===== config.mk =====
export PLATFORM = sky130hd
export DESIGN_NAME = hid_keyboard_report_builder_unit
export DESIGN_NICKNAME = d
export VERILOG_FILES = /design/src/rtl/hkrb_pkg.sv /design/src/rtl/hkrb_ctrl.sv /design/src/rtl/hkrb_datapath.sv /design/src/rtl/hid_keyboard_report_builder_unit.sv
export VERILOG_INCLUDE_DIRS = /design/src /design/src/rtl
export SDC_FILE = /design/constraint.sdc
export NUM_CORES = 1
export LEC_CHECK = 0
export BUFFER_PORTS_ARGS = -buffer_cell sky130_fd_sc_hd__buf_2
export CORE_MARGIN = 2
export CORE_UTILIZATION = 51
export CTS_CLUSTER_DIAMETER = 150
export CTS_CLUSTER_SIZE = 10
export DETAILED_ROUTE_END_ITERATION = 8
export PLACE_DENSITY = 0.8
export SLEW_MARGIN = 25
export SYNTH_ARGS = -nofsm -noshare
export SYNTH_HDL_FRONTEND = slang
export SYNTH_SLANG_ARGS = --single-unit

===== constraint.sdc =====
create_clock -name clock -period 4.36 [get_ports clock]
set_input_delay 0.436 -clock clock [delete_from_list [all_inputs] [get_ports clock]]
set_output_delay 0.436 -clock clock [all_outputs]
set_load 0.05 [all_outputs]

===== src/rtl/hid_keyboard_report_builder_unit_defines.svh =====
// ----------------------------------------------------------------------------
// Assertion macros for the HID keyboard report builder
// Concurrent assertion wrappers; empty bodies when SYNTH is defined.
// ----------------------------------------------------------------------------
`ifndef HID_KEYBOARD_REPORT_BUILDER_UNIT_DEFINES_SVH
`define HID_KEYBOARD_REPORT_BUILDER_UNIT_DEFINES_SVH

`ifndef SYNTH
// Checked property that is switched off while reset is high.
`define HKRB_ASSERT_RST(lbl, clk, rst, prop, msg) \
   lbl: assert property (@(posedge clk) disable iff (rst) prop) else $error(msg);
// Checked property that also holds during reset.
`define HKRB_ASSERT_ALWAYS(lbl, clk, prop, msg) \
   lbl: assert property (@(posedge clk) prop) else $error(msg);
`else
`define HKRB_ASSERT_RST(lbl, clk, rst, prop, msg)
`define HKRB_ASSERT_ALWAYS(lbl, clk, prop, msg)
`endif

`endif


===== src/rtl/hkrb_pkg.sv =====
// ----------------------------------------------------------------------------
// HID keyboard report builder package
// Shared codes, report type, command and status bundles, consumer usage map.
// ----------------------------------------------------------------------------
package hkrb_pkg;

   localparam int SLOT_PORTS        = 6;
   localparam int KEY_SLOTS_DEFAULT = 6;

   localparam logic [1:0] REQ_KEY   = 2'd0;
   localparam logic [1:0] REQ_TAP   = 2'd1;
   localparam logic [1:0] REQ_CLEAR = 2'd2;

   localparam logic KIND_KEYBOARD = 1'b0;
   localparam logic KIND_CONSUMER = 1'b1;

   localparam logic [7:0] CONSUMER_FIRST = 8'hE8;
   localparam logic [7:0] CONSUMER_LAST  = 8'hFB;

   // Codes 0xEC, 0xF0, 0xF5, 0xF6, 0xF7 and 0xF9 carry no usage.
   localparam logic [9:0] USAGE_MAP [20] = '{
      10'h0CD, 10'h0B7, 10'h0B6, 10'h0B5, 10'h000,
      10'h0E9, 10'h0EA, 10'h0E2, 10'h000, 10'h224,
      10'h225, 10'h226, 10'h221, 10'h000, 10'h000,
      10'h000, 10'h032, 10'h000, 10'h227, 10'h192
   };

   typedef struct packed {
      logic                             kind;
      logic [7:0]                       modifier;
      logic [SLOT_PORTS-1:0][7:0]       slots;
      logic [9:0]                       usage;
      logic                             last;
   } report_type;

   typedef struct packed {
      logic accept;
      logic load_second;
   } cmd_type;

   typedef struct packed {
      logic [1:0] result_count;
   } status_type;

   function automatic logic [9:0] usage_of(input logic [7:0] code);
      logic [7:0] offset;
      offset = code - CONSUMER_FIRST;
      if ((code < CONSUMER_FIRST) || (code > CONSUMER_LAST)) begin
         return 10'd0;
      end
      return USAGE_MAP[offset[4:0]];
   endfunction

endpackage


===== src/rtl/hkrb_ctrl.sv =====
// ----------------------------------------------------------------------------
// HID keyboard report builder controller
// Handshake sequencing: accepts requests and issues the second report of taps.
// ----------------------------------------------------------------------------
`include "hid_keyboard_report_builder_unit_defines.svh"

module hkrb_ctrl (
   input  logic                clock,
   input  logic                reset,
   input  logic                req_valid,
   output logic                req_stall,
   output logic                rsp_valid,
   input  logic                rsp_stall,
   input  hkrb_pkg::status_type status,
   output hkrb_pkg::cmd_type    cmd
);
   import hkrb_pkg::*;

   typedef enum logic {
      ST_IDLE,
      ST_SECOND
   } state_type;

   state_type state_ff, state_in;
   logic      rsp_valid_ff, rsp_valid_in;
   logic      out_free;

   // The output register can take a new beat if it is empty or drains now.
   assign out_free = !rsp_valid_ff || !rsp_stall;

   always_comb begin
      cmd.accept      = (state_ff == ST_IDLE) && req_valid && out_free;
      cmd.load_second = (state_ff == ST_SECOND) && out_free;
      state_in        = state_ff;
      rsp_valid_in    = rsp_valid_ff && rsp_stall;
      case (state_ff)
         ST_IDLE: begin
            if (cmd.accept) begin
               rsp_valid_in = (status.result_count != 2'd0);
               if (status.result_count == 2'd2) begin
                  state_in = ST_SECOND;
               end
            end
         end
         ST_SECOND: begin
            if (cmd.load_second) begin
               rsp_valid_in = 1'b1;
               state_in     = ST_IDLE;
            end
         end
         default: begin
            state_in = ST_IDLE;
         end
      endcase
   end

   always_ff @(posedge clock) begin
      if (reset) begin
         state_ff     <= ST_IDLE;
         rsp_valid_ff <= 1'b0;
      end else begin
         state_ff     <= state_in;
         rsp_valid_ff <= rsp_valid_in;
      end
   end

   assign req_stall = !((state_ff == ST_IDLE) && out_free);
   assign rsp_valid = rsp_valid_ff;

   `HKRB_ASSERT_RST(a_second_has_first, clock, reset,
      (state_ff == ST_SECOND) |-> rsp_valid_ff, "first report missing before second")
   `HKRB_ASSERT_RST(a_result_shown, clock, reset,
      (cmd.accept && (status.result_count != 2'd0)) |=> rsp_valid_ff,
      "accepted request with results shows no report")
   `HKRB_ASSERT_RST(a_tap_goes_second, clock, reset,
      (cmd.accept && (status.result_count == 2'd2)) |=> (state_ff == ST_SECOND),
      "two-report request did not schedule its second report")
   `HKRB_ASSERT_ALWAYS(a_cmd_exclusive, clock,
      !(cmd.accept && cmd.load_second), "accept and second load in one cycle")

endmodule


===== src/rtl/hkrb_datapath.sv =====
// ----------------------------------------------------------------------------
// HID keyboard report builder datapath
// Key slot registers, request decode and the registered report.
// ----------------------------------------------------------------------------
module hkrb_datapath #(
   parameter int KEY_SLOTS = hkrb_pkg::KEY_SLOTS_DEFAULT
) (
   input  logic                  clock,
   input  logic                  reset,
   input  logic [1:0]            req_type,
   input  logic [7:0]            key_code,
   input  logic                  is_press,
   input  logic [7:0]            mod_bits,
   input  logic                  host_ready,
   input  hkrb_pkg::cmd_type     cmd,
   output hkrb_pkg::status_type  status,
   output hkrb_pkg::report_type  report
);
   import hkrb_pkg::*;

   logic [7:0] key_slots_ff [KEY_SLOTS];
   logic [7:0] key_slots_in [KEY_SLOTS];
   logic [7:0] fill_slots   [KEY_SLOTS];
   logic [7:0] rel_slots    [KEY_SLOTS];
   report_type report_ff, report_in, first_rep;
   logic       second_kind_ff, second_kind_in;
   logic [9:0] usage;
   logic       is_consumer;
   logic       duplicate;
   logic       filled;

   assign usage       = usage_of(key_code);
   assign is_consumer = (usage != 10'd0);

   // Slot searches: duplicate check, first empty slot, release matches.
   always_comb begin
      duplicate = 1'b0;
      filled    = 1'b0;
      for (int i = 0; i < KEY_SLOTS; i++) begin
         fill_slots[i] = key_slots_ff[i];
         rel_slots[i]  = (key_slots_ff[i] == key_code) ? 8'd0 : key_slots_ff[i];
         if (key_slots_ff[i] == key_code) begin
            duplicate = 1'b1;
         end
         if (!filled && (key_slots_ff[i] == 8'd0)) begin
            fill_slots[i] = key_code;
            filled        = 1'b1;
         end
      end
   end

   always_comb begin
      key_slots_in        = key_slots_ff;
      second_kind_in      = KIND_KEYBOARD;
      status.result_count = 2'd0;
      first_rep           = '0;
      first_rep.last      = 1'b1;
      case (req_type)
         REQ_CLEAR: begin
            for (int i = 0; i < KEY_SLOTS; i++) begin
               key_slots_in[i] = 8'd0;
            end
            status.result_count = host_ready ? 2'd1 : 2'd0;
         end
         REQ_TAP: begin
            status.result_count = host_ready ? 2'd2 : 2'd0;
            second_kind_in      = is_consumer;
            first_rep.last      = 1'b0;
            if (is_consumer) begin
               first_rep.kind  = KIND_CONSUMER;
               first_rep.usage = usage;
            end else begin
               first_rep.modifier = mod_bits;
               first_rep.slots[0] = key_code;
            end
         end
         REQ_KEY: begin
            if (!host_ready) begin
               status.result_count = 2'd0;
            end else if (is_consumer) begin
               status.result_count = 2'd1;
               first_rep.kind      = KIND_CONSUMER;
               first_rep.usage     = is_press ? usage : 10'd0;
            end else if (is_press) begin
               if (!duplicate) begin
                  status.result_count = 2'd1;
                  key_slots_in        = fill_slots;
                  first_rep.modifier  = mod_bits;
                  for (int i = 0; i < KEY_SLOTS; i++) begin
                     first_rep.slots[i] = fill_slots[i];
                  end
               end
            end else begin
               status.result_count = 2'd1;
               key_slots_in        = rel_slots;
               for (int i = 0; i < KEY_SLOTS; i++) begin
                  first_rep.slots[i] = rel_slots[i];
               end
            end
         end
         default: begin
            status.result_count = 2'd0;
         end
      endcase
   end

   always_comb begin
      report_in = report_ff;
      if (cmd.accept) begin
         report_in = first_rep;
      end else if (cmd.load_second) begin
         report_in      = '0;
         report_in.kind = second_kind_ff;
         report_in.last = 1'b1;
      end
   end

   always_ff @(posedge clock) begin
      if (reset) begin
         for (int i = 0; i < KEY_SLOTS; i++) begin
            key_slots_ff[i] <= 8'd0;
         end
      end else if (cmd.accept) begin
         key_slots_ff <= key_slots_in;
      end
   end

   always_ff @(posedge clock) begin
      report_ff <= report_in;
      if (cmd.accept) begin
         second_kind_ff <= second_kind_in;
      end
   end

   assign report = report_ff;

endmodule


===== src/rtl/hid_keyboard_report_builder_unit.sv =====
// ----------------------------------------------------------------------------
// HID keyboard report builder
// Six-key-rollover keyboard and consumer-control report generator.
// ----------------------------------------------------------------------------
// Each request beat (key event, tap or clear) is decoded in the cycle it is
// accepted: the key slots update at that edge and the first report, if any,
// is registered for the rsp_ channel. Key events and clears give at most one
// report, so a new request is taken every cycle while the output register is
// empty or being drained. A tap gives a press report and then a release
// report; the release report is loaded from the controller's second state,
// so a tap holds the request channel until that report is loaded. Throughput is
// set by the single output register: one report beat per cycle when rsp_stall
// stays low. When req_host_ready is low nothing is reported and only a clear
// changes the slots. Slots at or above KEY_SLOTS always read as zero in
// reports.
// ----------------------------------------------------------------------------
module hid_keyboard_report_builder_unit #(
   parameter int KEY_SLOTS = hkrb_pkg::KEY_SLOTS_DEFAULT
) (
   input  logic       clock,
   input  logic       reset,
   input  logic       req_valid,
   output logic       req_stall,
   input  logic [1:0] req_type,
   input  logic [7:0] req_key_code,
   input  logic       req_is_press,
   input  logic [7:0] req_mod_bits,
   input  logic       req_host_ready,
   output logic       rsp_valid,
   input  logic       rsp_stall,
   output logic       rsp_report_kind,
   output logic [7:0] rsp_mod_out,
   output logic [7:0] rsp_slot_a,
   output logic [7:0] rsp_slot_b,
   output logic [7:0] rsp_slot_c,
   output logic [7:0] rsp_slot_d,
   output logic [7:0] rsp_slot_e,
   output logic [7:0] rsp_slot_f,
   output logic [9:0] rsp_consumer_usage,
   output logic       rsp_last_of_run
);
   import hkrb_pkg::*;

   cmd_type    cmd;
   status_type status;
   report_type report;

   // The controller owns the handshakes and the valid flag of the report.
   hkrb_ctrl u_ctrl (
      .clock     (clock),
      .reset     (reset),
      .req_valid (req_valid),
      .req_stall (req_stall),
      .rsp_valid (rsp_valid),
      .rsp_stall (rsp_stall),
      .status    (status),
      .cmd       (cmd)
   );

   // The datapath holds the key slots and the registered report payload.
   hkrb_datapath #(
      .KEY_SLOTS (KEY_SLOTS)
   ) u_datapath (
      .clock      (clock),
      .reset      (reset),
      .req_type   (req_type),
      .key_code   (req_key_code),
      .is_press   (req_is_press),
      .mod_bits   (req_mod_bits),
      .host_ready (req_host_ready),
      .cmd        (cmd),
      .status     (status),
      .report     (report)
   );

   // Report fields map one to one onto the result ports.
   assign rsp_report_kind    = report.kind;
   assign rsp_mod_out        = report.modifier;
   assign rsp_slot_a         = report.slots[0];
   assign rsp_slot_b         = report.slots[1];
   assign rsp_slot_c         = report.slots[2];
   assign rsp_slot_d         = report.slots[3];
   assign rsp_slot_e         = report.slots[4];
   assign rsp_slot_f         = report.slots[5];
   assign rsp_consumer_usage = report.usage;
   assign rsp_last_of_run    = report.last;

endmodule

==> results.cfg <==
[route]
wl_per_cell_microns = 19.1
avgViaCountPerCell = 6.09
routed-via-count = 4993
wl_met2_microns = 7270
wl_met3_microns = 1310
route.detailed.drc = 0
drt-total-wl_microns = 15700
ant_nets = 0
drt_iter0_drc = 458
drt_first_pass_iters = 5
highest_layer = met4
wl_met1_microns = 6510

[critical_path]
cp_slowest_cell = nand3_2
r2r_slack_ps = 1600
worstPathCellList = buf_2 -> inv_1 -> ha_1 -> nor3b_1 -> o21ai_0 -> a221oi_1 -> o211a_1 -> nand3_2 -> buf_4 -> nor2b_1 -> a22o_1
critical_path.endpoint = u_datapath.key_slots_ff[35]
cp-start-kind = input port
reg2reg_depth = 9
path_class = input port to flip-flop
cp.depth = 11
crit_path_max_fanout = 25
rr_startpoint = u_datapath.key_slots_ff[35]
critPathLaunch = req_key_code[0]
required_ps = 4710
slowest_delay_ps = 450
critical-path-top-delay-family = compound AO/OA/AOI/OAI gates
path_buf_inv = 3
worstPathArrival_ps = 3970
end_kind = flip-flop
reg2reg_to = u_datapath.key_slots_ff[35]

[synth]
async_flop_share_pct = 0
synthTopCellsByCount = 69 x edfxtp_1, 59 x nor2_1, 50 x dfxtp_1
synth_area_leader_cell = edfxtp_1
synth_cell_types = 58
synth-main-ff-cell = edfxtp_1
synth-seq-area-share_pct = 51.0
synth.area.top_cells = edfxtp_1 34%, dfxtp_1 17%, xor2_1 7.0%
yosysMostFrequentCell = edfxtp_1
synth_warnings = 0
synth_edf_count = 69
syn_area_per_cell_sq_um = 10.3
netlist_area_sq_um = 6030
ys_seq_elements = 119
yosysTopAreaCellShare_pct = 34.4
synthCells = 588
synth_nets = 619

[floorplanning]
initial_core_util_pct = 52.6
die_w_microns = 113
rows = 39
io_pins = 94
fp.dieH_microns = 113
core_area_sq_um = 11500
dieArea_sq_um = 12700

[clock_tree]
clock-sinks = 119
post_cts_resized = 0
htreeDepth = 4
cts_made_buffers = 17
clk_pin_slew_ps = 50
hold_buffers = 0
cts_tree = built
cts_max_path_buffers = 2
post_cts_buffers = 0
clk_latency_ps = 420
cts_root_buffer = clkbuf_16

[sta]
finalSetupTns_ps = 0
max_slew_margin_pct = 51.2
finClkSkew_ps = 8.39
worst_pin_slew_ps = 731
drv_slew = 0
finalSetupViolCount = 0
holdWs_ps = 298
post-route-period-util_pct = 82.9
timing.final.hold_violations = 0
period_minus_slack_ps = 3610
clock.fmax_mhz = 277
rsz0062_at_grt = no

[final_layout]
drive_above_1_share_pct = 21.7
finalNonFillerCells = 820
syn_to_final_growth_pct = 18.1
final_nets = 695
num_antenna_cells = 0

[place]
dpl.cell_count = 787
dpl.hpwl_microns = 10300
gp_congestion = 0.921
portBuffers = 93

[power_and_ir_drop]
power_density_nw_per_um2 = 414
max-vdd-ir-drop_mv = 0.294
leakage_nw = 2.86
total_power_mw = 2.94

[global_routing]
grt.overflow.total = 0
grt_usage_pct = 24.9
grt_pass1_wl_microns = 24800
antenna_found_initial = 0
grt_max_degree = 36
grt_pass1_vias = 4848

[run_status]
status = complete, no violations

[job]
maxCapViolCount = 0

[worst_hold_path]
hp-class = input port to flip-flop
metal layers:
layer	vias up	GRT usage, %
li1	2318	-
met1	2374	32.6
met2	255	38.6
met3	46	6.80
met4	0	12.1
met5	-	0
cell usage in the layout (no fill, tap or decap), types with 5 or more instances in the layout:
master / n
ha_1: 7
buf_2: 93
edfxtp_1: 69
o21a_1: 6
clkbuf_16: 18
a21oi_1: 29
nand2b_1: 8
nand3_1: 12
o2bb2ai_1: 6
and3_1: 5
inv_1: 14
o21ai_0: 7
xor2_1: 48
nor2b_1: 9
dfxtp_1: 50
nor3_1: 8
nor4_1: 22
or2_2: 8
and2_1: 15
a22oi_1: 27
a22o_1: 44
nand2_1: 48
nor2_1: 59
cell families (layout without fill, tap and decap cells):
| family | count (synthesis) | in the layout | synth area share, % |
|---|---|---|---|
| buffers and inverters | 54 | 143 | 4.40 |
| muxes | 2 | 2 | 0.353 |
| adders and majority gates | 7 | 7 | 1.45 |
| xor gates and xnor gates | 48 | 48 | 6.98 |
| AOI/OAI and AO/OA | 145 | 145 | 18.1 |
| DFF | 119 | 119 | 51.0 |
| and+or+nand+nor | 213 | 213 | 17.7 |
how the worst min path moves through the flow:
stage,start,to,slack (ps),depth (start not counted)
2_1_floorplan,u_ctrl.state_ff,u_ctrl.state_ff,460,2
3_3_place_gp,u_ctrl.state_ff,u_ctrl.state_ff,470,2
3_5_place_dp,u_ctrl.state_ff,u_ctrl.state_ff,480,2
4_1_cts,req_mod_bits[5],u_datapath.report[64],290,2
5_1_grt,req_mod_bits[5],u_datapath.report[64],300,2
6_report,req_mod_bits[5],u_datapath.report[64],300,2
metrics by stage:
| stage | utilization, % | area [sq um] | setup slack [ps] |
|---|---|---|---|
| finish | 62.1 | 7120 | 748 |
| global placement | 56.7 | 6500 | 740 |
| global route | 62.1 | 7120 | 503 |
| CTS | 61.8 | 7090 | 878 |
| floorplan | - | 6030 | 1450 |
| detailed placement | 56.7 | 6500 | 490 |
sequential cells by signal (all words and copies together) (netlist names):
| name | cells |
|---|---|
| u_datapath.key_slots_ff | 48 |
| u_datapath.second_kind_ff | 1 |
| u_ctrl.rsp_valid | 1 |
| u_datapath.report | 68 |
| u_ctrl.state_ff | 1 |
final cells by class:
type | count | area [sq um]
Fill cell | 937 | 4350
Sequential cell | 119 | 3070
Multi-Input combinational cell | 415 | 2700
Timing Repair Buffer | 97 | 528
Clock buffer | 19 | 464
Tap cell | 143 | 179
Clock inverter | 13 | 121
Inverter | 14 | 52.6
power breakdown:
part / internal, mW / total [mW] / switching [mW]
Combinational: 0.0798 / 0.348 / 0.269
Sequential: 1.22 / 1.23 / 0.00991
Clock: 0.836 / 1.36 / 0.526
worst register-to-register path, stage by stage (launching register included):
cell	delay, ps
dfxtp_1	420
xor2_1	180
nor4_1	100
nand2_1	110
nand4_1	190
o21ai_4	320
nand3_2	440
buf_4	390
nor2b_1	350
a22o_1	200
Power figures use the tool's default switching activity.
